## config.mk

```make
export PLATFORM = sky130hd
export DESIGN_NAME = word_multiply_line_hash_unit_flat
export DESIGN_NICKNAME = d
export VERILOG_FILES = /design/src/wmlh_pkg.sv /design/src/wmlh_in_if.sv /design/src/wmlh_out_if.sv /design/src/wmlh_datapath.sv /design/src/wmlh_ctrl.sv /design/src/word_multiply_line_hash_unit.sv /design/src/flat_wrapper.sv
export VERILOG_INCLUDE_DIRS = /design/src /design/src/src
export SDC_FILE = /design/constraint.sdc
export NUM_CORES = 2
export LEC_CHECK = 0
export BUFFER_PORTS_ARGS = -buffer_cell sky130_fd_sc_hd__buf_2
export CORE_MARGIN = 5
export CORE_UTILIZATION = 35
export CTS_CLUSTER_SIZE = 24
export DETAILED_ROUTE_END_ITERATION = 12
export PLACE_DENSITY = 0.57
export RECOVER_POWER = 100
export SLEW_MARGIN = 25
export SYNTH_ARGS = -nofsm -noshare
export SYNTH_HDL_FRONTEND = slang
export SYNTH_SLANG_ARGS = --single-unit
```

## constraint.sdc

```tcl
create_clock -name clk_i -period 31.8 [get_ports clk_i]
set_input_delay 3.18 -clock clk_i [delete_from_list [all_inputs] [get_ports clk_i]]
set_output_delay 3.18 -clock clk_i [all_outputs]
set_load 0.05 [all_outputs]
```

## src/word_multiply_line_hash_unit_assert.svh

```systemverilog
// Assertion macros for the word multiply line hash unit.
// Used by modules that take clk_i and rst_ni; no other dependencies.
`ifndef WORD_MULTIPLY_LINE_HASH_UNIT_ASSERT_SVH
`define WORD_MULTIPLY_LINE_HASH_UNIT_ASSERT_SVH
`ifndef SYNTHESIS
`define WMLH_ASSERT(lbl, prop) \
  lbl: assert property (@(posedge clk_i) disable iff (!rst_ni) prop) \
    else $error("wmlh assertion failed");
`define WMLH_ASSERT_NEVER(lbl, cond) \
  lbl: assert property (@(posedge clk_i) disable iff (!rst_ni) !(cond)) \
    else $error("wmlh forbidden condition seen");
`else
`define WMLH_ASSERT(lbl, prop)
`define WMLH_ASSERT_NEVER(lbl, cond)
`endif
`endif

```

## src/wmlh_pkg.sv

```systemverilog
// Package for the word multiply line hash unit: constants, codes and types.
// No dependencies.
package wmlh_pkg;

  localparam int unsigned WORD_W  = 64;
  localparam int unsigned HALF_W  = 32;
  localparam int unsigned COUNT_W = 4;
  localparam int unsigned LEN_W   = 48;
  localparam int unsigned BYTES   = 8;

  localparam logic [WORD_W-1:0] SEED_BASE = 64'h9E37_79B9_7F4A_7C15;
  localparam logic [WORD_W-1:0] MIX_MULT  = 64'hFF51_AFD7_ED55_8CCD;
  localparam logic [WORD_W-1:0] FNV_PRIME = 64'd1099511628211;
  localparam int unsigned       FIN_SHIFT = 33;

  localparam int unsigned STEP_W = 2;
  localparam logic [STEP_W-1:0] STEP_LO_LO = 2'd0;
  localparam logic [STEP_W-1:0] STEP_LO_HI = 2'd1;
  localparam logic [STEP_W-1:0] STEP_HI_LO = 2'd2;

  typedef enum logic [2:0] {
    ST_IDLE,
    ST_SEED,
    ST_MIX,
    ST_FIN,
    ST_EMIT
  } state_e;

  typedef enum logic [1:0] {
    OP_SEED,
    OP_MIX,
    OP_FIN
  } mul_op_e;

  typedef struct packed {
    logic first;
    logic last;
    logic mix;
  } item_flags_t;

  typedef struct packed {
    item_flags_t in_flags;
    item_flags_t held_flags;
  } dp_status_t;

  typedef struct packed {
    logic              load_item;
    logic              mul_en;
    mul_op_e           op;
    logic [STEP_W-1:0] step;
    logic              out_load;
  } dp_cmd_t;

  function automatic logic [WORD_W-1:0] byte_mask(input logic [COUNT_W-1:0] count);
    logic [WORD_W-1:0] m;
    m = '0;
    for (int i = 0; i < BYTES; i++) begin
      m[8*i +: 8] = (COUNT_W'(i) < count) ? 8'hFF : 8'h00;
    end
    return m;
  endfunction

endpackage

```

## src/wmlh_in_if.sv

```systemverilog
// Input channel of the hash unit: one 64-bit word of a string per item.
// Depends on wmlh_pkg.
interface wmlh_in_if
  import wmlh_pkg::*;
();
  logic                valid;
  logic                ready;
  logic [WORD_W-1:0]   data_word;
  logic [COUNT_W-1:0]  byte_count;
  logic                first_word;
  logic                last_word;
  logic [LEN_W-1:0]    string_length;

  modport source (output valid, data_word, byte_count, first_word, last_word,
                  string_length, input ready);
  modport sink   (input valid, data_word, byte_count, first_word, last_word,
                  string_length, output ready);
endinterface

```

## src/wmlh_out_if.sv

```systemverilog
// Output channel of the hash unit: one finished 64-bit hash per item.
// Depends on wmlh_pkg.
interface wmlh_out_if
  import wmlh_pkg::*;
();
  logic              valid;
  logic              ready;
  logic [WORD_W-1:0] hash_value;

  modport source (output valid, hash_value, input ready);
  modport sink   (input valid, hash_value, output ready);
endinterface

```

## src/wmlh_datapath.sv

```systemverilog
// Datapath: item registers, running hash, shared 32x32 multiplier, output register.
// Depends on wmlh_pkg; driven by wmlh_ctrl through dp_cmd_t.
module wmlh_datapath
  import wmlh_pkg::*;
(
  input  logic               clk_i,
  input  logic               rst_ni,
  input  logic [WORD_W-1:0]  data_word_i,
  input  logic [COUNT_W-1:0] byte_count_i,
  input  logic               first_word_i,
  input  logic               last_word_i,
  input  logic [LEN_W-1:0]   string_length_i,
  input  dp_cmd_t            cmd_i,
  output dp_status_t         status_o,
  output logic [WORD_W-1:0]  hash_value_o
);

  logic [WORD_W-1:0]  word_q;
  logic [COUNT_W-1:0] count_q;
  logic [LEN_W-1:0]   len_q;
  item_flags_t        flags_q;
  logic [WORD_W-1:0]  hash_q, hash_d;
  logic [WORD_W-1:0]  acc_q, acc_d;
  logic [WORD_W-1:0]  out_q;

  logic [WORD_W-1:0]  op_a, op_b;
  logic [HALF_W-1:0]  mul_x, mul_y;
  logic [WORD_W-1:0]  prod;

  always_comb begin
    status_o.in_flags.first = first_word_i;
    status_o.in_flags.last  = last_word_i;
    status_o.in_flags.mix   = (byte_count_i != '0);
    status_o.held_flags     = flags_q;
  end

  always_comb begin
    case (cmd_i.op)
      OP_SEED: begin
        op_a = {{(WORD_W-LEN_W){1'b0}}, len_q};
        op_b = MIX_MULT;
      end
      OP_MIX: begin
        op_a = hash_q ^ (word_q & byte_mask(count_q));
        op_b = FNV_PRIME;
      end
      default: begin
        op_a = hash_q ^ (hash_q >> FIN_SHIFT);
        op_b = MIX_MULT;
      end
    endcase
  end

  // low 64 bits of a*b: lo*lo, then the two cross terms shifted up
  assign mul_x = (cmd_i.step == STEP_HI_LO) ? op_a[WORD_W-1:HALF_W] : op_a[HALF_W-1:0];
  assign mul_y = (cmd_i.step == STEP_LO_HI) ? op_b[WORD_W-1:HALF_W] : op_b[HALF_W-1:0];
  assign prod  = WORD_W'(mul_x) * WORD_W'(mul_y);

  always_comb begin
    acc_d  = acc_q;
    hash_d = hash_q;
    if (cmd_i.mul_en) begin
      if (cmd_i.step == STEP_LO_LO) begin
        acc_d = prod;
      end else begin
        acc_d = acc_q + {prod[HALF_W-1:0], {HALF_W{1'b0}}};
      end
      if (cmd_i.step == STEP_HI_LO) begin
        case (cmd_i.op)
          OP_SEED: hash_d = SEED_BASE ^ acc_d;
          OP_MIX:  hash_d = acc_d;
          default: hash_d = hash_q;
        endcase
      end
    end
  end

  always_ff @(posedge clk_i or negedge rst_ni) begin
    if (!rst_ni) begin
      hash_q <= '0;
    end else begin
      hash_q <= hash_d;
    end
  end

  always_ff @(posedge clk_i) begin
    acc_q <= acc_d;
    if (cmd_i.load_item) begin
      word_q  <= data_word_i;
      count_q <= byte_count_i;
      len_q   <= string_length_i;
      flags_q <= status_o.in_flags;
    end
    if (cmd_i.out_load) begin
      out_q <= acc_q ^ (acc_q >> FIN_SHIFT);
    end
  end

  assign hash_value_o = out_q;

endmodule

```

## src/wmlh_ctrl.sv

```systemverilog
// Controller: sequences seed, mix and finalise multiplies, owns the handshakes.
// Depends on wmlh_pkg and word_multiply_line_hash_unit_assert.svh.
`include "word_multiply_line_hash_unit_assert.svh"
module wmlh_ctrl
  import wmlh_pkg::*;
(
  input  logic       clk_i,
  input  logic       rst_ni,
  input  logic       in_valid_i,
  output logic       in_ready_o,
  output logic       out_valid_o,
  input  logic       out_ready_i,
  input  dp_status_t status_i,
  output dp_cmd_t    cmd_o
);

  state_e            state_q, state_d;
  logic [STEP_W-1:0] step_q, step_d;
  logic              out_valid_q, out_valid_d;
  logic              out_free;
  logic              step_last;

  assign out_free  = !out_valid_q || out_ready_i;
  assign step_last = (step_q == STEP_HI_LO);

  always_comb begin
    state_d = state_q;
    step_d  = '0;
    unique case (state_q)
      ST_IDLE: begin
        if (in_valid_i) begin
          if (status_i.in_flags.first) begin
            state_d = ST_SEED;
          end else if (status_i.in_flags.mix) begin
            state_d = ST_MIX;
          end else if (status_i.in_flags.last) begin
            state_d = ST_FIN;
          end
        end
      end
      ST_SEED: begin
        step_d = step_q + 1'b1;
        if (step_last) begin
          step_d = '0;
          if (status_i.held_flags.mix) begin
            state_d = ST_MIX;
          end else if (status_i.held_flags.last) begin
            state_d = ST_FIN;
          end else begin
            state_d = ST_IDLE;
          end
        end
      end
      ST_MIX: begin
        step_d = step_q + 1'b1;
        if (step_last) begin
          step_d  = '0;
          state_d = status_i.held_flags.last ? ST_FIN : ST_IDLE;
        end
      end
      ST_FIN: begin
        step_d = step_q + 1'b1;
        if (step_last) begin
          step_d  = '0;
          state_d = ST_EMIT;
        end
      end
      ST_EMIT: begin
        if (out_free) begin
          state_d = ST_IDLE;
        end
      end
      default: begin
        state_d = ST_IDLE;
      end
    endcase
  end

  always_comb begin
    cmd_o.load_item = 1'b0;
    cmd_o.mul_en    = 1'b0;
    cmd_o.op        = OP_FIN;
    cmd_o.step      = step_q;
    cmd_o.out_load  = 1'b0;
    in_ready_o      = 1'b0;
    unique case (state_q)
      ST_IDLE: begin
        in_ready_o      = 1'b1;
        cmd_o.load_item = in_valid_i;
      end
      ST_SEED: begin
        cmd_o.mul_en = 1'b1;
        cmd_o.op     = OP_SEED;
      end
      ST_MIX: begin
        cmd_o.mul_en = 1'b1;
        cmd_o.op     = OP_MIX;
      end
      ST_FIN: begin
        cmd_o.mul_en = 1'b1;
        cmd_o.op     = OP_FIN;
      end
      ST_EMIT: begin
        cmd_o.out_load = out_free;
      end
      default: begin
        cmd_o.mul_en = 1'b0;
      end
    endcase
  end

  always_comb begin
    out_valid_d = out_valid_q;
    if (cmd_o.out_load) begin
      out_valid_d = 1'b1;
    end else if (out_ready_i) begin
      out_valid_d = 1'b0;
    end
  end

  always_ff @(posedge clk_i or negedge rst_ni) begin
    if (!rst_ni) begin
      state_q     <= ST_IDLE;
      step_q      <= '0;
      out_valid_q <= 1'b0;
    end else begin
      state_q     <= state_d;
      step_q      <= step_d;
      out_valid_q <= out_valid_d;
    end
  end

  assign out_valid_o = out_valid_q;

  `WMLH_ASSERT_NEVER(a_step_range, step_q == 2'd3)
  `WMLH_ASSERT(a_fin_to_emit, (state_q == ST_FIN && step_last) |=> state_q == ST_EMIT)
  `WMLH_ASSERT(a_result_from_emit, $rose(out_valid_q) |-> $past(state_q == ST_EMIT))
  `WMLH_ASSERT(a_first_seeds,
    (state_q == ST_IDLE && in_valid_i && status_i.in_flags.first)
      |=> (state_q == ST_SEED && step_q == STEP_LO_LO))

endmodule

```

## src/word_multiply_line_hash_unit.sv

```systemverilog
// Top level of the word multiply line hash unit: controller plus datapath.
// Depends on wmlh_pkg, wmlh_in_if, wmlh_out_if, wmlh_ctrl and wmlh_datapath.
//
//  channel | direction | content
//  in_i    | sink      | data_word, byte_count, first_word, last_word, string_length
//  out_o   | source    | hash_value of a finished string
//
// An item is taken in the idle state, then each 64-bit multiply runs on the single
// 32x32 multiplier in the steps lo*lo, lo*hi and hi*lo: seed (first item), mix
// (non-zero byte count), finalise (last item); the output register is loaded
// last. Reset clears the running hash to zero. A held result stalls the finalise
// hand-off, and no new item is taken while it waits.
module word_multiply_line_hash_unit
  import wmlh_pkg::*;
(
  input  logic       clk_i,
  input  logic       rst_ni,
  wmlh_in_if.sink    in_i,
  wmlh_out_if.source out_o
);

  dp_cmd_t    cmd;
  dp_status_t status;

  wmlh_ctrl u_ctrl (
    .clk_i       (clk_i),
    .rst_ni      (rst_ni),
    .in_valid_i  (in_i.valid),
    .in_ready_o  (in_i.ready),
    .out_valid_o (out_o.valid),
    .out_ready_i (out_o.ready),
    .status_i    (status),
    .cmd_o       (cmd)
  );

  wmlh_datapath u_datapath (
    .clk_i           (clk_i),
    .rst_ni          (rst_ni),
    .data_word_i     (in_i.data_word),
    .byte_count_i    (in_i.byte_count),
    .first_word_i    (in_i.first_word),
    .last_word_i     (in_i.last_word),
    .string_length_i (in_i.string_length),
    .cmd_i           (cmd),
    .status_o        (status),
    .hash_value_o    (out_o.hash_value)
  );

endmodule

```

## src/flat_wrapper.sv

```systemverilog
// flat-port wrapper written by rule: the top's interface ports become plain ports
module word_multiply_line_hash_unit_flat import wmlh_pkg::*;
  (clk_i, rst_ni, in_i_valid, in_i_data_word, in_i_byte_count, in_i_first_word, in_i_last_word, in_i_string_length, in_i_ready, out_o_valid, out_o_hash_value, out_o_ready);
  wmlh_in_if in_i_i ();
  wmlh_out_if out_o_i ();
  input  logic clk_i;
  input  logic rst_ni;
  input wire logic [$bits(in_i_i.valid)-1:0] in_i_valid;
  input wire logic [$bits(in_i_i.data_word)-1:0] in_i_data_word;
  input wire logic [$bits(in_i_i.byte_count)-1:0] in_i_byte_count;
  input wire logic [$bits(in_i_i.first_word)-1:0] in_i_first_word;
  input wire logic [$bits(in_i_i.last_word)-1:0] in_i_last_word;
  input wire logic [$bits(in_i_i.string_length)-1:0] in_i_string_length;
  output wire logic [$bits(in_i_i.ready)-1:0] in_i_ready;
  output wire logic [$bits(out_o_i.valid)-1:0] out_o_valid;
  output wire logic [$bits(out_o_i.hash_value)-1:0] out_o_hash_value;
  input wire logic [$bits(out_o_i.ready)-1:0] out_o_ready;
  assign in_i_i.valid = in_i_valid;
  assign in_i_i.data_word = in_i_data_word;
  assign in_i_i.byte_count = in_i_byte_count;
  assign in_i_i.first_word = in_i_first_word;
  assign in_i_i.last_word = in_i_last_word;
  assign in_i_i.string_length = in_i_string_length;
  assign in_i_ready = in_i_i.ready;
  assign out_o_valid = out_o_i.valid;
  assign out_o_hash_value = out_o_i.hash_value;
  assign out_o_i.ready = out_o_ready;
  word_multiply_line_hash_unit u_core (.clk_i(clk_i), .rst_ni(rst_ni), .in_i(in_i_i), .out_o(out_o_i));
endmodule
```

==> results.toml <==
[outcome]
outcome = "finished, violations left"
violations = "max-capacitance violations, max-slew violations"

[clock_network]
root_buffer = "clkbuf_16"
cts.sinks = 316
cts_tree = "built"
postCtsResizedCells = 0
clk_latency_ns = 0.58
clk_pin_slew_worst_paths_ns = 0.07
postCtsSetupBuffers = 0
h-tree-depth = 1
cts_hold_repair.buffers = 0
cts_max_path_buffers = 3
cts-buffers-inserted = 28

[cells_and_area]
nets = 5426
diodes = 0
area_delta_synth_final_pct = 8.52
drive_gt1_share_pct = 6.20
final_cells = 5791

[drt]
wl_per_cell_um = 24.1
via_count = 29500
ant_nets = 0
drc = 0
via_per_inst = 5.09
initialDrtViolationCount = 2459
dr.pass1.iters = 5
drt-total-wl_mm = 140

[placement]
numPortBuffers = 187
gp_congestion = 0.945
place_inst = 5739
dp_hpwl_mm = 118

[timing]
slew_headroom_pct = -171
hold_viol = 0
fin_crit_ns = 15.72
skew_ns = 0.0158
fmax_mhz = 63.6
setup_tns_ns = 0
post-route-period-util_pct = 49.4
setup_viol = 0
slew_viol_final = 439
tightest_slew_ns = 4.06
rsz0062_at_grt = "false"

[global_route]
grt_pass1_vias = 31000
grt.overflow.total = 0
grtUsageTotal_pct = 22.0
grt_start_max_net_pins = 61
grt_pass1_wl_mm = 207
antenna_found_initial = 4

[yosys]
ys_seq_elements = 316
netlist_area_mm2 = 0.0418
synth_commonest_cells = "inv_1, fa_1, ha_1, nand2_1, edfxtp_1"
synthesis.nets = 5279
syn_inst = 4022
synth.most_common_cell = "inv_1"
ys.flop_type = "edfxtp_1"
ys_warn_count = 0
synth_edf_count = 246
yosys.area.top_type = "fa_1"
ys_seq_area_share_pct = 21.8
async_flop_share_pct = 22.2
syn_area_per_cell_um2 = 10.4
synth_cell_type_count = 89
synth_top_area_share_pct = 33.3
synthTopCellsByArea = "fa_1, edfxtp_1, ha_1, inv_1, dfrtp_1"

[floorplan]
core.rowCount = 126
die_width_um = 356
coreArea_mm2 = 0.118
start_util_pct = 35.3
ioPinCount = 188
die_height_um = 356
die-area_mm2 = 0.127

[worst_setup_path]
path_class = "reg2reg"
worstSetupStartpointType = "flip-flop"
crit_top_cell = "fa_1"
slowest_stage = "clkbuf_1"
cp-end-kind = "flip-flop"
cp_max_fo = 41
worst_ep_arrival_time_ns = 16.08
cpPeakStageDelay_ns = 1.66
crit_required_ns = 32.16

[hold_path]
hold_path.class = "reg2reg"

[run]
maxCapViolCount = 10
==> logic make-up (layout without fill, tap and decap cells) <==
kind of cell,count (synthesis),count (layout),share of synthesized area (%)
adders and majority gates,1135,1135,46.4
DFF,316,316,21.8
and+or+nand+nor,739,739,8.27
AOI/OAI and AO/OA,603,603,9.29
buffers and inverters,1001,1170,9.14
muxes,40,40,1.03
xor gates and xnor gates,188,188,3.97
==> metal layers <==
layer / global-route usage [%] / vias to the layer above / part of all wire [%] / wire, um
met1: 31.3 / 15200 / 45 / 62300
met3: 3.42 / 184 / 6.3 / 8760
li1: - / 13200 / - / -
met2: 35.6 / 998 / 46 / 64400
met5: 0 / - / 0.0093 / 13
met4: 5.32 / 2 / 3.1 / 4340
==> flip-flops by register name, summed over array words and instances, names as in the netlist <==
register	flops
u_core.u_datapath.acc_q	64
u_core.u_datapath.hash_q	64
u_core.u_datapath.hash_value_o	64
u_core.u_datapath.word_q	64
u_core.u_datapath.len_q	48
u_core.u_datapath.count_q	4
u_core.u_ctrl.state_q	3
u_core.u_ctrl.step_q	2
u_core.u_datapath.status_o	2
u_core.u_ctrl.out_valid_o	1
==> final cells by class <==
cell class | instances | area [um2]
clock inverter | 16 | 201
timing repair buffer | 239 | 1170
clock buffer | 36 | 772
fill | 11900 | 73000
sequential | 316 | 9140
multi-input combinational | 2705 | 28800
tap | 1600 | 2000
inverter | 879 | 3300
==> final timing paths <==
path,from,end,slack (ns),depth (start not counted)
min,u_core.u_datapath.acc_q[31],u_core.u_datapath.hash_value_o[31],0.47,0
min in group asynchronous,rst_ni,u_core.u_datapath.hash_q[25],2.66,1
max,u_core.u_ctrl.step_q[1],u_core.u_datapath.hash_q[60],16.08,35
max in group asynchronous,rst_ni,u_core.u_datapath.hash_q[46],25.03,2
min reg2reg,u_core.u_datapath.acc_q[31],u_core.u_datapath.hash_value_o[31],0.47,0
max reg2reg,u_core.u_ctrl.step_q[1],u_core.u_datapath.hash_q[60],16.08,35
==> placed cells by master (no fill, tap or decap), types with 14 or more instances in the layout <==
cell type / Yosys / layout
a211oi_1: 14 / 17
a21o_1: 67 / 67
a21oi_1: 177 / 179
a221oi_1: 14 / 15
a32oi_1: 20 / 20
and2_1: 38 / 36
buf_2: 34 / 98
buf_4: 4 / 39
clkbuf_1: 66 / 107
clkbuf_16: 0 / 29
dfrtp_1: 70 / 70
edfxtp_1: 246 / 246
fa_1: 696 / 696
ha_1: 439 / 436
inv_1: 877 / 877
mux2_2: 25 / 19
mux2i_1: 15 / 15
nand2_1: 311 / 311
nand2b_1: 55 / 54
nand3_1: 47 / 47
nand4_1: 17 / 17
nor2_1: 143 / 141
nor2b_1: 57 / 57
nor3_1: 14 / 14
o21a_1: 16 / 16
o21ai_0: 156 / 164
o21bai_1: 18 / 18
or2_2: 26 / 25
xnor2_1: 116 / 117
xor2_1: 70 / 70
==> through the flow <==
| stage | utilization (%) | setup WS, ns | hold slack [ns] | area (um2) |
|---|---|---|---|---|
| 6_report | 38.3 | 16.08 | 0.467 | 45400 |
| 5_1_grt | 38.3 | 15.65 | 0.498 | 45400 |
| 4_1_cts | 38.6 | 19.56 | 0.470 | 45700 |
| 3_5_place_dp | 37.8 | 19.58 | 0.455 | 44700 |
| 3_3_place_gp | 37.8 | 19.65 | 0.458 | 44700 |
| 2_1_floorplan | - | 21.58 | 0.426 | 41800 |
==> critical path, delay by kind of cell, from the launching register on <==
family,cells,cell delay (ns)
DFF,1,0.68
adders and majority gates,10,4.93
and+or+nand+nor,5,1.80
muxes,2,0.75
buffers and inverters,9,4.24
xor gates and xnor gates,1,0.24
AOI/OAI and AO/OA,8,2.74
Power is left out: the tool's default activity adds up to more than one toggle a clock period on the data nets, which glitch-free logic cannot reach.
